## config.mk

```make
export PLATFORM = sky130hd
export DESIGN_NAME = rational_vector_normalize_flat
export DESIGN_NICKNAME = d
export VERILOG_FILES = /design/src/design/rvn_pkg.sv /design/src/design/rvn_stream_if.sv /design/src/design/rvn_ram.sv /design/src/design/rvn_divider.sv /design/src/design/rational_vector_normalize.sv /design/src/flat_wrapper.sv
export SDC_FILE = /design/constraint.sdc
export NUM_CORES = 2
export LEC_CHECK = 0
export ABC_AREA = 1
export BUFFER_PORTS_ARGS = -buffer_cell sky130_fd_sc_hd__clkbuf_2
export CORE_UTILIZATION = 50
export CTS_BUF_LIST = sky130_fd_sc_hd__clkbuf_2 sky130_fd_sc_hd__clkbuf_4 sky130_fd_sc_hd__clkbuf_8
export CTS_CLUSTER_DIAMETER = 80
export DETAILED_ROUTE_END_ITERATION = 10
export HOLD_SLACK_MARGIN = 0.08
export PLACE_DENSITY = 0.67
export RECOVER_POWER = 50
export SLEW_MARGIN = 20
export SYNTH_ARGS = -nofsm -noshare
export SYNTH_HDL_FRONTEND = slang
export SYNTH_HIERARCHICAL = 1
export SYNTH_SLANG_ARGS = --single-unit
```

## constraint.sdc

```tcl
create_clock -name clock -period 5.65 [get_ports clock]
set_input_delay 0.8475 -clock clock [delete_from_list [all_inputs] [get_ports clock]]
set_output_delay 0.8475 -clock clock [all_outputs]
set_load 0.02 [all_outputs]
```

## src/design/rvn_pkg.sv

```systemverilog
`timescale 1ns / 1ps

package rvn_pkg;

   // Vector store depth and data widths
   localparam int MAX_DIM  = 16;
   localparam int DATA_W   = 32;
   localparam int CNT_W    = $clog2(MAX_DIM + 1);
   localparam int ADDR_W   = (MAX_DIM > 1) ? $clog2(MAX_DIM) : 1;
   localparam int SHIFT_W  = $clog2(DATA_W);
   localparam int STATUS_W = 2;

   // Result status codes
   localparam logic [STATUS_W-1:0] STATUS_OK       = 2'd0;
   localparam logic [STATUS_W-1:0] STATUS_ZERO_DEN = 2'd1;
   localparam logic [STATUS_W-1:0] STATUS_TOO_LONG = 2'd2;

   typedef logic [DATA_W-1:0] data_type;

   // Request into the shared divider
   typedef struct packed {
      logic     start;
      data_type dividend;
      data_type divisor;
   } div_req_type;

   // Status and result out of the shared divider
   typedef struct packed {
      logic     busy;
      logic     done;
      data_type quotient;
   } div_rsp_type;

endpackage

```

## src/design/rvn_stream_if.sv

```systemverilog
`timescale 1ns / 1ps

// Input item channel: one numerator per item
interface rvn_req_if import rvn_pkg::*; ();
   logic                     valid;
   logic                     ready;
   logic signed [DATA_W-1:0] numerator;
   logic        [DATA_W-1:0] denominator;
   logic                     last;

   modport source (output valid, numerator, denominator, last, input ready);
   modport sink   (input valid, numerator, denominator, last, output ready);
endinterface

// Result item channel: one reduced element per item
interface rvn_rsp_if import rvn_pkg::*; ();
   logic                     valid;
   logic                     ready;
   logic signed [DATA_W-1:0] reduced_numerator;
   logic        [DATA_W-1:0] reduced_denominator;
   logic      [STATUS_W-1:0] status;
   logic                     end_of_vector;

   modport source (output valid, reduced_numerator, reduced_denominator, status,
                   end_of_vector, input ready);
   modport sink   (input valid, reduced_numerator, reduced_denominator, status,
                   end_of_vector, output ready);
endinterface

```

## src/design/rvn_ram.sv

```systemverilog
`timescale 1ns / 1ps

module rvn_ram #(
   parameter int WIDTH = 32,
   parameter int DEPTH = 16,
   localparam int AW = (DEPTH > 1) ? $clog2(DEPTH) : 1
) (
   input  logic                    clock,
   input  logic                    we,
   input  logic [AW-1:0]           waddr,
   input  logic [WIDTH-1:0]        wdata,
   input  logic [AW-1:0]           raddr,
   output logic [WIDTH-1:0]        rdata
);
   logic [WIDTH-1:0] mem_ff [DEPTH];
   logic [WIDTH-1:0] rdata_ff;

   // Write one entry, register the read
   always_ff @(posedge clock) begin
      if (we) begin
         mem_ff[waddr] <= wdata;
      end
      rdata_ff <= mem_ff[raddr];
   end

   assign rdata = rdata_ff;

endmodule

```

## src/design/rvn_divider.sv

```systemverilog
`timescale 1ns / 1ps

module rvn_divider import rvn_pkg::*; (
   input  logic        clock,
   input  logic        reset,
   input  div_req_type div_req,
   output div_rsp_type div_rsp
);
   logic               busy_ff, busy_in;
   logic               done_ff, done_in;
   logic [SHIFT_W-1:0] count_ff, count_in;
   data_type           rem_ff, rem_in;
   data_type           quo_ff, quo_in;
   data_type           divisor_ff, divisor_in;

   logic [DATA_W:0]    shifted;
   logic [DATA_W:0]    diff;
   logic               fits;

   // One restoring step: shift in the next dividend bit, subtract if it fits
   always_comb begin
      shifted = {rem_ff, quo_ff[DATA_W-1]};
      diff    = shifted - {1'b0, divisor_ff};
      fits    = shifted >= {1'b0, divisor_ff};

      busy_in    = busy_ff;
      done_in    = 1'b0;
      count_in   = count_ff;
      rem_in     = rem_ff;
      quo_in     = quo_ff;
      divisor_in = divisor_ff;

      if (div_req.start) begin
         busy_in    = 1'b1;
         count_in   = '0;
         rem_in     = '0;
         quo_in     = div_req.dividend;
         divisor_in = div_req.divisor;
      end else if (busy_ff) begin
         rem_in   = fits ? diff[DATA_W-1:0] : shifted[DATA_W-1:0];
         quo_in   = {quo_ff[DATA_W-2:0], fits};
         count_in = count_ff + SHIFT_W'(1);
         if (count_ff == SHIFT_W'(DATA_W - 1)) begin
            busy_in = 1'b0;
            done_in = 1'b1;
         end
      end
   end

   always_ff @(posedge clock) begin
      if (reset) begin
         busy_ff <= 1'b0;
         done_ff <= 1'b0;
      end else begin
         busy_ff <= busy_in;
         done_ff <= done_in;
      end
      count_ff   <= count_in;
      rem_ff     <= rem_in;
      quo_ff     <= quo_in;
      divisor_ff <= divisor_in;
   end

   assign div_rsp.busy     = busy_ff;
   assign div_rsp.done     = done_ff;
   assign div_rsp.quotient = quo_ff;

endmodule

```

## src/design/rational_vector_normalize.sv

```systemverilog
`timescale 1ns / 1ps

// Reduces a rational vector to lowest terms. Numerators stream in one per item; the
// denominator is taken from the first item of a vector. Each item is accepted in idle
// and, for a nonzero numerator, folded into the running gcd by a binary gcd pass (one
// shift or subtract per cycle). On the item marked last the block divides the
// denominator and then each stored element by the gcd on one shared restoring divider,
// one element at a time, with elements read back from a synchronous store. No item is
// taken while a vector is being emitted. A zero denominator gives one result with
// status 1; otherwise more than MAX_DIM elements gives one result with status 2.
module rational_vector_normalize import rvn_pkg::*; (
   input logic      clock,
   input logic      reset,
   rvn_req_if.sink  req_ch,
   rvn_rsp_if.source rsp_ch
);
   localparam logic [3:0] S_IDLE   = 4'd0;
   localparam logic [3:0] S_GCD    = 4'd1;
   localparam logic [3:0] S_CHECK  = 4'd2;
   localparam logic [3:0] S_DENDIV = 4'd3;
   localparam logic [3:0] S_READ   = 4'd4;
   localparam logic [3:0] S_LOAD   = 4'd5;
   localparam logic [3:0] S_NUMDIV = 4'd6;
   localparam logic [3:0] S_EMIT   = 4'd7;
   localparam logic [3:0] S_ERR    = 4'd8;

   logic [3:0]          state_ff, state_in;
   data_type            running_ff, running_in;
   data_type            held_ff, held_in;
   logic [CNT_W-1:0]    count_ff, count_in;
   logic                ovf_ff, ovf_in;
   logic                last_ff, last_in;
   logic [CNT_W-1:0]    idx_ff, idx_in;
   data_type            gu_ff, gu_in;
   data_type            gv_ff, gv_in;
   logic [SHIFT_W-1:0]  gk_ff, gk_in;
   data_type            rden_ff, rden_in;
   data_type            quo_ff, quo_in;
   logic                sign_ff, sign_in;

   logic                rsp_valid_ff, rsp_valid_in;
   data_type            rsp_num_ff, rsp_num_in;
   data_type            rsp_den_ff, rsp_den_in;
   logic [STATUS_W-1:0] rsp_status_ff, rsp_status_in;
   logic                rsp_eov_ff, rsp_eov_in;

   logic                accept;
   logic                first;
   logic                room;
   data_type            base;
   data_type            num_u;
   data_type            num_mag;
   data_type            elem_mag;
   logic                slot_free;
   logic                rsp_load;
   logic [CNT_W-1:0]    last_idx;

   logic                ram_we;
   data_type            ram_rdata;
   div_req_type         div_req;
   div_rsp_type         div_rsp;

   // Element store
   rvn_ram #(
      .WIDTH(DATA_W),
      .DEPTH(MAX_DIM)
   ) u_store (
      .clock(clock),
      .we   (ram_we),
      .waddr(count_ff[ADDR_W-1:0]),
      .wdata(num_u),
      .raddr(idx_ff[ADDR_W-1:0]),
      .rdata(ram_rdata)
   );

   // Shared divider for the denominator and every element
   rvn_divider u_div (
      .clock  (clock),
      .reset  (reset),
      .div_req(div_req),
      .div_rsp(div_rsp)
   );

   assign req_ch.ready = (state_ff == S_IDLE);
   assign accept       = req_ch.valid && req_ch.ready;
   assign first        = (count_ff == '0) && !ovf_ff;
   assign room         = count_ff < CNT_W'(MAX_DIM);
   assign base         = first ? req_ch.denominator : running_ff;
   assign num_u        = data_type'(req_ch.numerator);
   assign num_mag      = num_u[DATA_W-1] ? data_type'('0) - num_u : num_u;
   assign elem_mag     = ram_rdata[DATA_W-1] ? data_type'('0) - ram_rdata : ram_rdata;
   assign ram_we       = accept && room;
   assign slot_free    = !rsp_valid_ff || rsp_ch.ready;
   assign last_idx     = count_ff - CNT_W'(1);

   // Sequence absorb, gcd, and the output pass
   always_comb begin
      state_in      = state_ff;
      running_in    = running_ff;
      held_in       = held_ff;
      count_in      = count_ff;
      ovf_in        = ovf_ff;
      last_in       = last_ff;
      idx_in        = idx_ff;
      gu_in         = gu_ff;
      gv_in         = gv_ff;
      gk_in         = gk_ff;
      rden_in       = rden_ff;
      quo_in        = quo_ff;
      sign_in       = sign_ff;
      rsp_load      = 1'b0;
      rsp_num_in    = rsp_num_ff;
      rsp_den_in    = rsp_den_ff;
      rsp_status_in = rsp_status_ff;
      rsp_eov_in    = rsp_eov_ff;
      div_req       = '0;

      unique case (state_ff)
         S_IDLE: begin
            if (accept) begin
               last_in = req_ch.last;
               if (first) begin
                  held_in    = req_ch.denominator;
                  running_in = req_ch.denominator;
               end
               if (room) begin
                  count_in = count_ff + CNT_W'(1);
                  if (num_u != '0) begin
                     gu_in    = base;
                     gv_in    = num_mag;
                     gk_in    = '0;
                     state_in = S_GCD;
                  end else if (req_ch.last) begin
                     state_in = S_CHECK;
                  end
               end else begin
                  ovf_in = 1'b1;
                  if (req_ch.last) begin
                     state_in = S_CHECK;
                  end
               end
            end
         end
         S_GCD: begin
            // One binary gcd step per cycle
            if (gu_ff == '0) begin
               running_in = gv_ff << gk_ff;
               state_in   = last_ff ? S_CHECK : S_IDLE;
            end else if (!gu_ff[0] && !gv_ff[0]) begin
               gu_in = gu_ff >> 1;
               gv_in = gv_ff >> 1;
               gk_in = gk_ff + SHIFT_W'(1);
            end else if (!gu_ff[0]) begin
               gu_in = gu_ff >> 1;
            end else if (!gv_ff[0]) begin
               gv_in = gv_ff >> 1;
            end else if (gu_ff >= gv_ff) begin
               gu_in = (gu_ff - gv_ff) >> 1;
            end else begin
               gv_in = (gv_ff - gu_ff) >> 1;
            end
         end
         S_CHECK: begin
            if (held_ff == '0 || ovf_ff) begin
               state_in = S_ERR;
            end else begin
               div_req.start    = 1'b1;
               div_req.dividend = held_ff;
               div_req.divisor  = running_ff;
               state_in         = S_DENDIV;
            end
         end
         S_DENDIV: begin
            if (div_rsp.done) begin
               rden_in  = div_rsp.quotient;
               idx_in   = '0;
               state_in = S_READ;
            end
         end
         S_READ: begin
            state_in = S_LOAD;
         end
         S_LOAD: begin
            sign_in          = ram_rdata[DATA_W-1];
            div_req.start    = 1'b1;
            div_req.dividend = elem_mag;
            div_req.divisor  = running_ff;
            state_in         = S_NUMDIV;
         end
         S_NUMDIV: begin
            if (div_rsp.done) begin
               quo_in   = div_rsp.quotient;
               state_in = S_EMIT;
            end
         end
         S_EMIT: begin
            if (slot_free) begin
               rsp_load      = 1'b1;
               rsp_num_in    = sign_ff ? data_type'('0) - quo_ff : quo_ff;
               rsp_den_in    = rden_ff;
               rsp_status_in = STATUS_OK;
               rsp_eov_in    = (idx_ff == last_idx);
               if (idx_ff == last_idx) begin
                  running_in = '0;
                  held_in    = '0;
                  count_in   = '0;
                  ovf_in     = 1'b0;
                  last_in    = 1'b0;
                  state_in   = S_IDLE;
               end else begin
                  idx_in   = idx_ff + CNT_W'(1);
                  state_in = S_READ;
               end
            end
         end
         S_ERR: begin
            if (slot_free) begin
               rsp_load      = 1'b1;
               rsp_num_in    = '0;
               rsp_den_in    = '0;
               rsp_status_in = (held_ff == '0) ? STATUS_ZERO_DEN : STATUS_TOO_LONG;
               rsp_eov_in    = 1'b1;
               running_in    = '0;
               held_in       = '0;
               count_in      = '0;
               ovf_in        = 1'b0;
               last_in       = 1'b0;
               state_in      = S_IDLE;
            end
         end
         default: begin
            state_in = S_IDLE;
         end
      endcase

      // Hold the result until taken
      if (rsp_load) begin
         rsp_valid_in = 1'b1;
      end else if (rsp_ch.ready) begin
         rsp_valid_in = 1'b0;
      end else begin
         rsp_valid_in = rsp_valid_ff;
      end
   end

   always_ff @(posedge clock) begin
      if (reset) begin
         state_ff     <= S_IDLE;
         running_ff   <= '0;
         held_ff      <= '0;
         count_ff     <= '0;
         ovf_ff       <= 1'b0;
         last_ff      <= 1'b0;
         rsp_valid_ff <= 1'b0;
      end else begin
         state_ff     <= state_in;
         running_ff   <= running_in;
         held_ff      <= held_in;
         count_ff     <= count_in;
         ovf_ff       <= ovf_in;
         last_ff      <= last_in;
         rsp_valid_ff <= rsp_valid_in;
      end
      idx_ff        <= idx_in;
      gu_ff         <= gu_in;
      gv_ff         <= gv_in;
      gk_ff         <= gk_in;
      rden_ff       <= rden_in;
      quo_ff        <= quo_in;
      sign_ff       <= sign_in;
      rsp_num_ff    <= rsp_num_in;
      rsp_den_ff    <= rsp_den_in;
      rsp_status_ff <= rsp_status_in;
      rsp_eov_ff    <= rsp_eov_in;
   end

   assign rsp_ch.valid               = rsp_valid_ff;
   assign rsp_ch.reduced_numerator   = $signed(rsp_num_ff);
   assign rsp_ch.reduced_denominator = rsp_den_ff;
   assign rsp_ch.status              = rsp_status_ff;
   assign rsp_ch.end_of_vector       = rsp_eov_ff;

   // Store fill never passes its depth
   a_count_bound: assert property (@(posedge clock) disable iff (reset)
      count_ff <= CNT_W'(MAX_DIM))
      else $error("element count past store depth");

   // Divider is never restarted while it works
   a_div_start: assert property (@(posedge clock) disable iff (reset)
      div_req.start |-> !div_rsp.busy)
      else $error("divider started while busy");

   // Divisions only run against a nonzero gcd
   a_gcd_nonzero: assert property (@(posedge clock) disable iff (reset)
      (state_ff == S_LOAD || state_ff == S_CHECK && held_ff != '0) |-> running_ff != '0)
      else $error("division by zero gcd");

   // Error results always close the vector
   a_err_eov: assert property (@(posedge clock) disable iff (reset)
      (rsp_ch.valid && rsp_ch.status != STATUS_OK) |-> rsp_ch.end_of_vector)
      else $error("error result without end of vector");

   // A good result never carries a zero denominator
   a_ok_den: assert property (@(posedge clock) disable iff (reset)
      (rsp_ch.valid && rsp_ch.status == STATUS_OK) |-> rsp_ch.reduced_denominator != '0)
      else $error("ok result with zero denominator");

endmodule

```

## src/flat_wrapper.sv

```systemverilog
// flat-port wrapper written by rule: the top's interface ports become plain ports
module rational_vector_normalize_flat import rvn_pkg::*;
  (clock, reset, req_ch_valid, req_ch_numerator, req_ch_denominator, req_ch_last, req_ch_ready, rsp_ch_valid, rsp_ch_reduced_numerator, rsp_ch_reduced_denominator, rsp_ch_status, rsp_ch_end_of_vector, rsp_ch_ready);
  rvn_req_if req_ch_i ();
  rvn_rsp_if rsp_ch_i ();
  input logic clock;
  input logic reset;
  input wire logic [$bits(req_ch_i.valid)-1:0] req_ch_valid;
  input wire logic [$bits(req_ch_i.numerator)-1:0] req_ch_numerator;
  input wire logic [$bits(req_ch_i.denominator)-1:0] req_ch_denominator;
  input wire logic [$bits(req_ch_i.last)-1:0] req_ch_last;
  output wire logic [$bits(req_ch_i.ready)-1:0] req_ch_ready;
  output wire logic [$bits(rsp_ch_i.valid)-1:0] rsp_ch_valid;
  output wire logic [$bits(rsp_ch_i.reduced_numerator)-1:0] rsp_ch_reduced_numerator;
  output wire logic [$bits(rsp_ch_i.reduced_denominator)-1:0] rsp_ch_reduced_denominator;
  output wire logic [$bits(rsp_ch_i.status)-1:0] rsp_ch_status;
  output wire logic [$bits(rsp_ch_i.end_of_vector)-1:0] rsp_ch_end_of_vector;
  input wire logic [$bits(rsp_ch_i.ready)-1:0] rsp_ch_ready;
  assign req_ch_i.valid = req_ch_valid;
  assign req_ch_i.numerator = req_ch_numerator;
  assign req_ch_i.denominator = req_ch_denominator;
  assign req_ch_i.last = req_ch_last;
  assign req_ch_ready = req_ch_i.ready;
  assign rsp_ch_valid = rsp_ch_i.valid;
  assign rsp_ch_reduced_numerator = rsp_ch_i.reduced_numerator;
  assign rsp_ch_reduced_denominator = rsp_ch_i.reduced_denominator;
  assign rsp_ch_status = rsp_ch_i.status;
  assign rsp_ch_end_of_vector = rsp_ch_i.end_of_vector;
  assign rsp_ch_i.ready = rsp_ch_ready;
  rational_vector_normalize u_core (.clock(clock), .reset(reset), .req_ch(req_ch_i), .rsp_ch(rsp_ch_i));
endmodule
```

==> results.yml <==
floorplan:
  dieWidth_microns: 322
  io_pins: 138
  core.rowCount: 117
  coreArea_sq_um: 102000
  start_util_pct: 50.4
  chipHeight_microns: 322
  die_area_sq_um: 104000
power:
  power.leakage_nw: 25.5
  power_w: 0.0245
  p_per_area_nw_per_um2: 441
  ir_worst_vdd_mv: 0.239
timing:
  slew_headroom_pct: -129
  hold_viol: 0
  rsz0062_at_grt: "false"
  fin_crit_sh_pct: 75.8
  finClkSkew_ps: 45.5
  worstMarginPinSlew_ps: 3440
  setup-tns-final_ps: 0
  max_freq_mhz: 234
  finalSetupViolCount: 0
  maxSlewViolCount: 470
  layout_min_cycle_time_ps: 4280
min_path:
  holdCritPathClass: "primary input to register"
  hold_depth: 2
  worstHoldEndpoint: "u_core/state_ff[1]"
  hold_start: "reset"
cells_and_area:
  nets: 6718
  syn_to_final_growth_pct: 8.48
  mostFrequentLayoutCell: "nand2_1"
  multiInputGateArea_sq_um: 19400
  n_fill_cell: 9523
  instances_no_fill: 8030
  final_cell_mix: "2125 x nand2_1, 1056 x inv_1, 782 x edfxtp_1"
  drive_gt1_share_pct: 6.41
  seq_area_sq_um: 26400
logic_synthesis:
  syn-num-nets: 6644
  yosysWarnings: 6
  synthCells: 6464
  syn_area_sq_um: 51300
  synth.avg_cell_area_sq_um: 7.94
detailed_routing:
  totalWireLength_microns: 152000
  postRouteAntennaNets: 0
  wl_per_cell_microns: 18.9
  drtIter0Drc: 4603
  viasPerCell: 5.28
  drc: 0
  num_vias: 42400
  firstDrtPassIters: 6
worst_setup_path:
  crit_type: "register to register"
  r2r_end: "u_core/u_store/mem_ff[4][9]"
  critPathLaunchType: "register"
  r2r_cells: 8
  critPathMaxFanout: 18
  regToRegStartpoint: "u_core/state_ff[3]"
  critPathArrivalTime_ps: 4760
  endpoint_kind: "register"
  critPathRequiredTime_ps: 6130
  r2r_slack_ps: 1370
  max_stage_delay_ps: 1690
  path_common_cell: "nor2_1"
  crit_chain: "nor2_1 -> nand2_1 -> nor2_1 -> inv_1 -> nor2_1 -> nand2_1 -> nor2_1 -> buf_4"
  critical-path-slowest-cell: "nor2_1"
clocking:
  path_clk_slew_ps: 60
  clockBufferDepth: 3
  tritoncts: "built"
  clock_sinks: 929
  cts_resized: 0
  clkLatencyLatePin_ps: 870
  cts_made_buffers: 156
  cts_max_level: 4
  cts_root_buffer: "clkbuf_8"
  post-cts-setup-buffers: 0
  postCtsHoldBufs: 0
grt:
  grt_pass1_vias: 38700
  grt_max_degree: 193
  grt_use_total_pct: 28.9
  antenna_found_initial: 8
  grt_remaining_overflow: 0
  grt_pass1_wl_microns: 228000
place:
  placed_cells: 7747
  gp_congestion: 1.01
  dp.final_hpwl_microns: 105000
  port_buffers: 137
flow_run:
  cap_violations: 13
run_status:
  status: "complete, but fails checks"
  violations: "max-capacitance violations, max-slew violations"
state kept, by name (all words and copies together), names as in the netlist, 2 cells and up:
signal and cells:
u_core/u_div/divisor_ff 32, u_core/u_store/mem_ff 512, u_core/idx_ff 5, u_core/rden_ff 32, u_core/gv_ff 32, u_core/u_div/rem_ff 32
u_core/held_ff 32, u_core/gu_ff 32, u_core/u_div/quo_ff 32, u_core/rsp_ch.reduced_denominator 32, u_core/gk_ff 5, u_core/rsp_ch.reduced_numerator 32
u_core/u_div/count_ff 5, u_core/state_ff 4, u_core/u_store/rdata 32, u_core/rsp_ch.status 2, u_core/count_ff 5, u_core/running_ff 32
u_core/quo_ff 32
how the worst max path moves through the flow:
stage	from	to	slack (ps)	depth (start not counted)
final	u_core/state_ff[3]	u_core/u_store/mem_ff[4][9]	1370	8
after floorplan	u_core/state_ff[1]	u_core/rsp_ch.end_of_vector	1280	7
after CTS	u_core/state_ff[0]	u_core/u_div/rem_ff[13]	2050	9
after detailed placement	u_core/state_ff[0]	u_core/u_div/rem_ff[4]	2100	9
after global placement	req_ch_numerator[1]	u_core/gu_ff[26]	1790	14
after global routing	u_core/state_ff[1]	u_core/held_ff[9]	1010	13
critical path: cells and delay by family, from the launching register on:
kind / cells / cell delay, ps
flip-flops: 1 / 310
buffers and inverters: 2 / 700
AND/OR/NAND/NOR: 6 / 2910
where the power goes:
group	switching (W)	internal, W	leakage (nW)
clock network	0.00281	0.00320	1.65
logic	0.00704	0.00280	15.5
registers	0.000530	0.00817	8.37
stage by stage:
stage / setup slack [ps] / utilization, % / cell area [sq um] / hold WS, ps
global placement: 1790 / 51.9 / 52800 / 449
global route: 1010 / 54.7 / 55700 / 361
floorplan: 1280 / - / 51300 / 406
finish: 1370 / 54.7 / 55700 / 403
detailed placement: 2100 / 51.9 / 52800 / 459
CTS: 2050 / 54.9 / 55900 / 323
metal layers:
layer	up-vias	GRT usage, %	part of all wire (%)
met4	4	10.7	3.2
met1	19700	41.4	44
met5	-	0	0.016
li1	20700	-	-
met2	1733	44.2	44
met3	260	4.63	8.2
final cells by class:
| class | count | share of cell area, % |
|---|---|---|
| repair buffers | 187 | 1.70 |
| inverters | 1080 | 7.30 |
| clock buffers | 206 | 4.54 |
| clock inverters | 72 | 1.05 |
| well taps | 1368 | 3.07 |
| diodes | 4 | 0.0180 |
| flip-flops and latches | 929 | 47.5 |
| multi-input cells | 4184 | 34.8 |
Power figures use the tool's default switching activity.
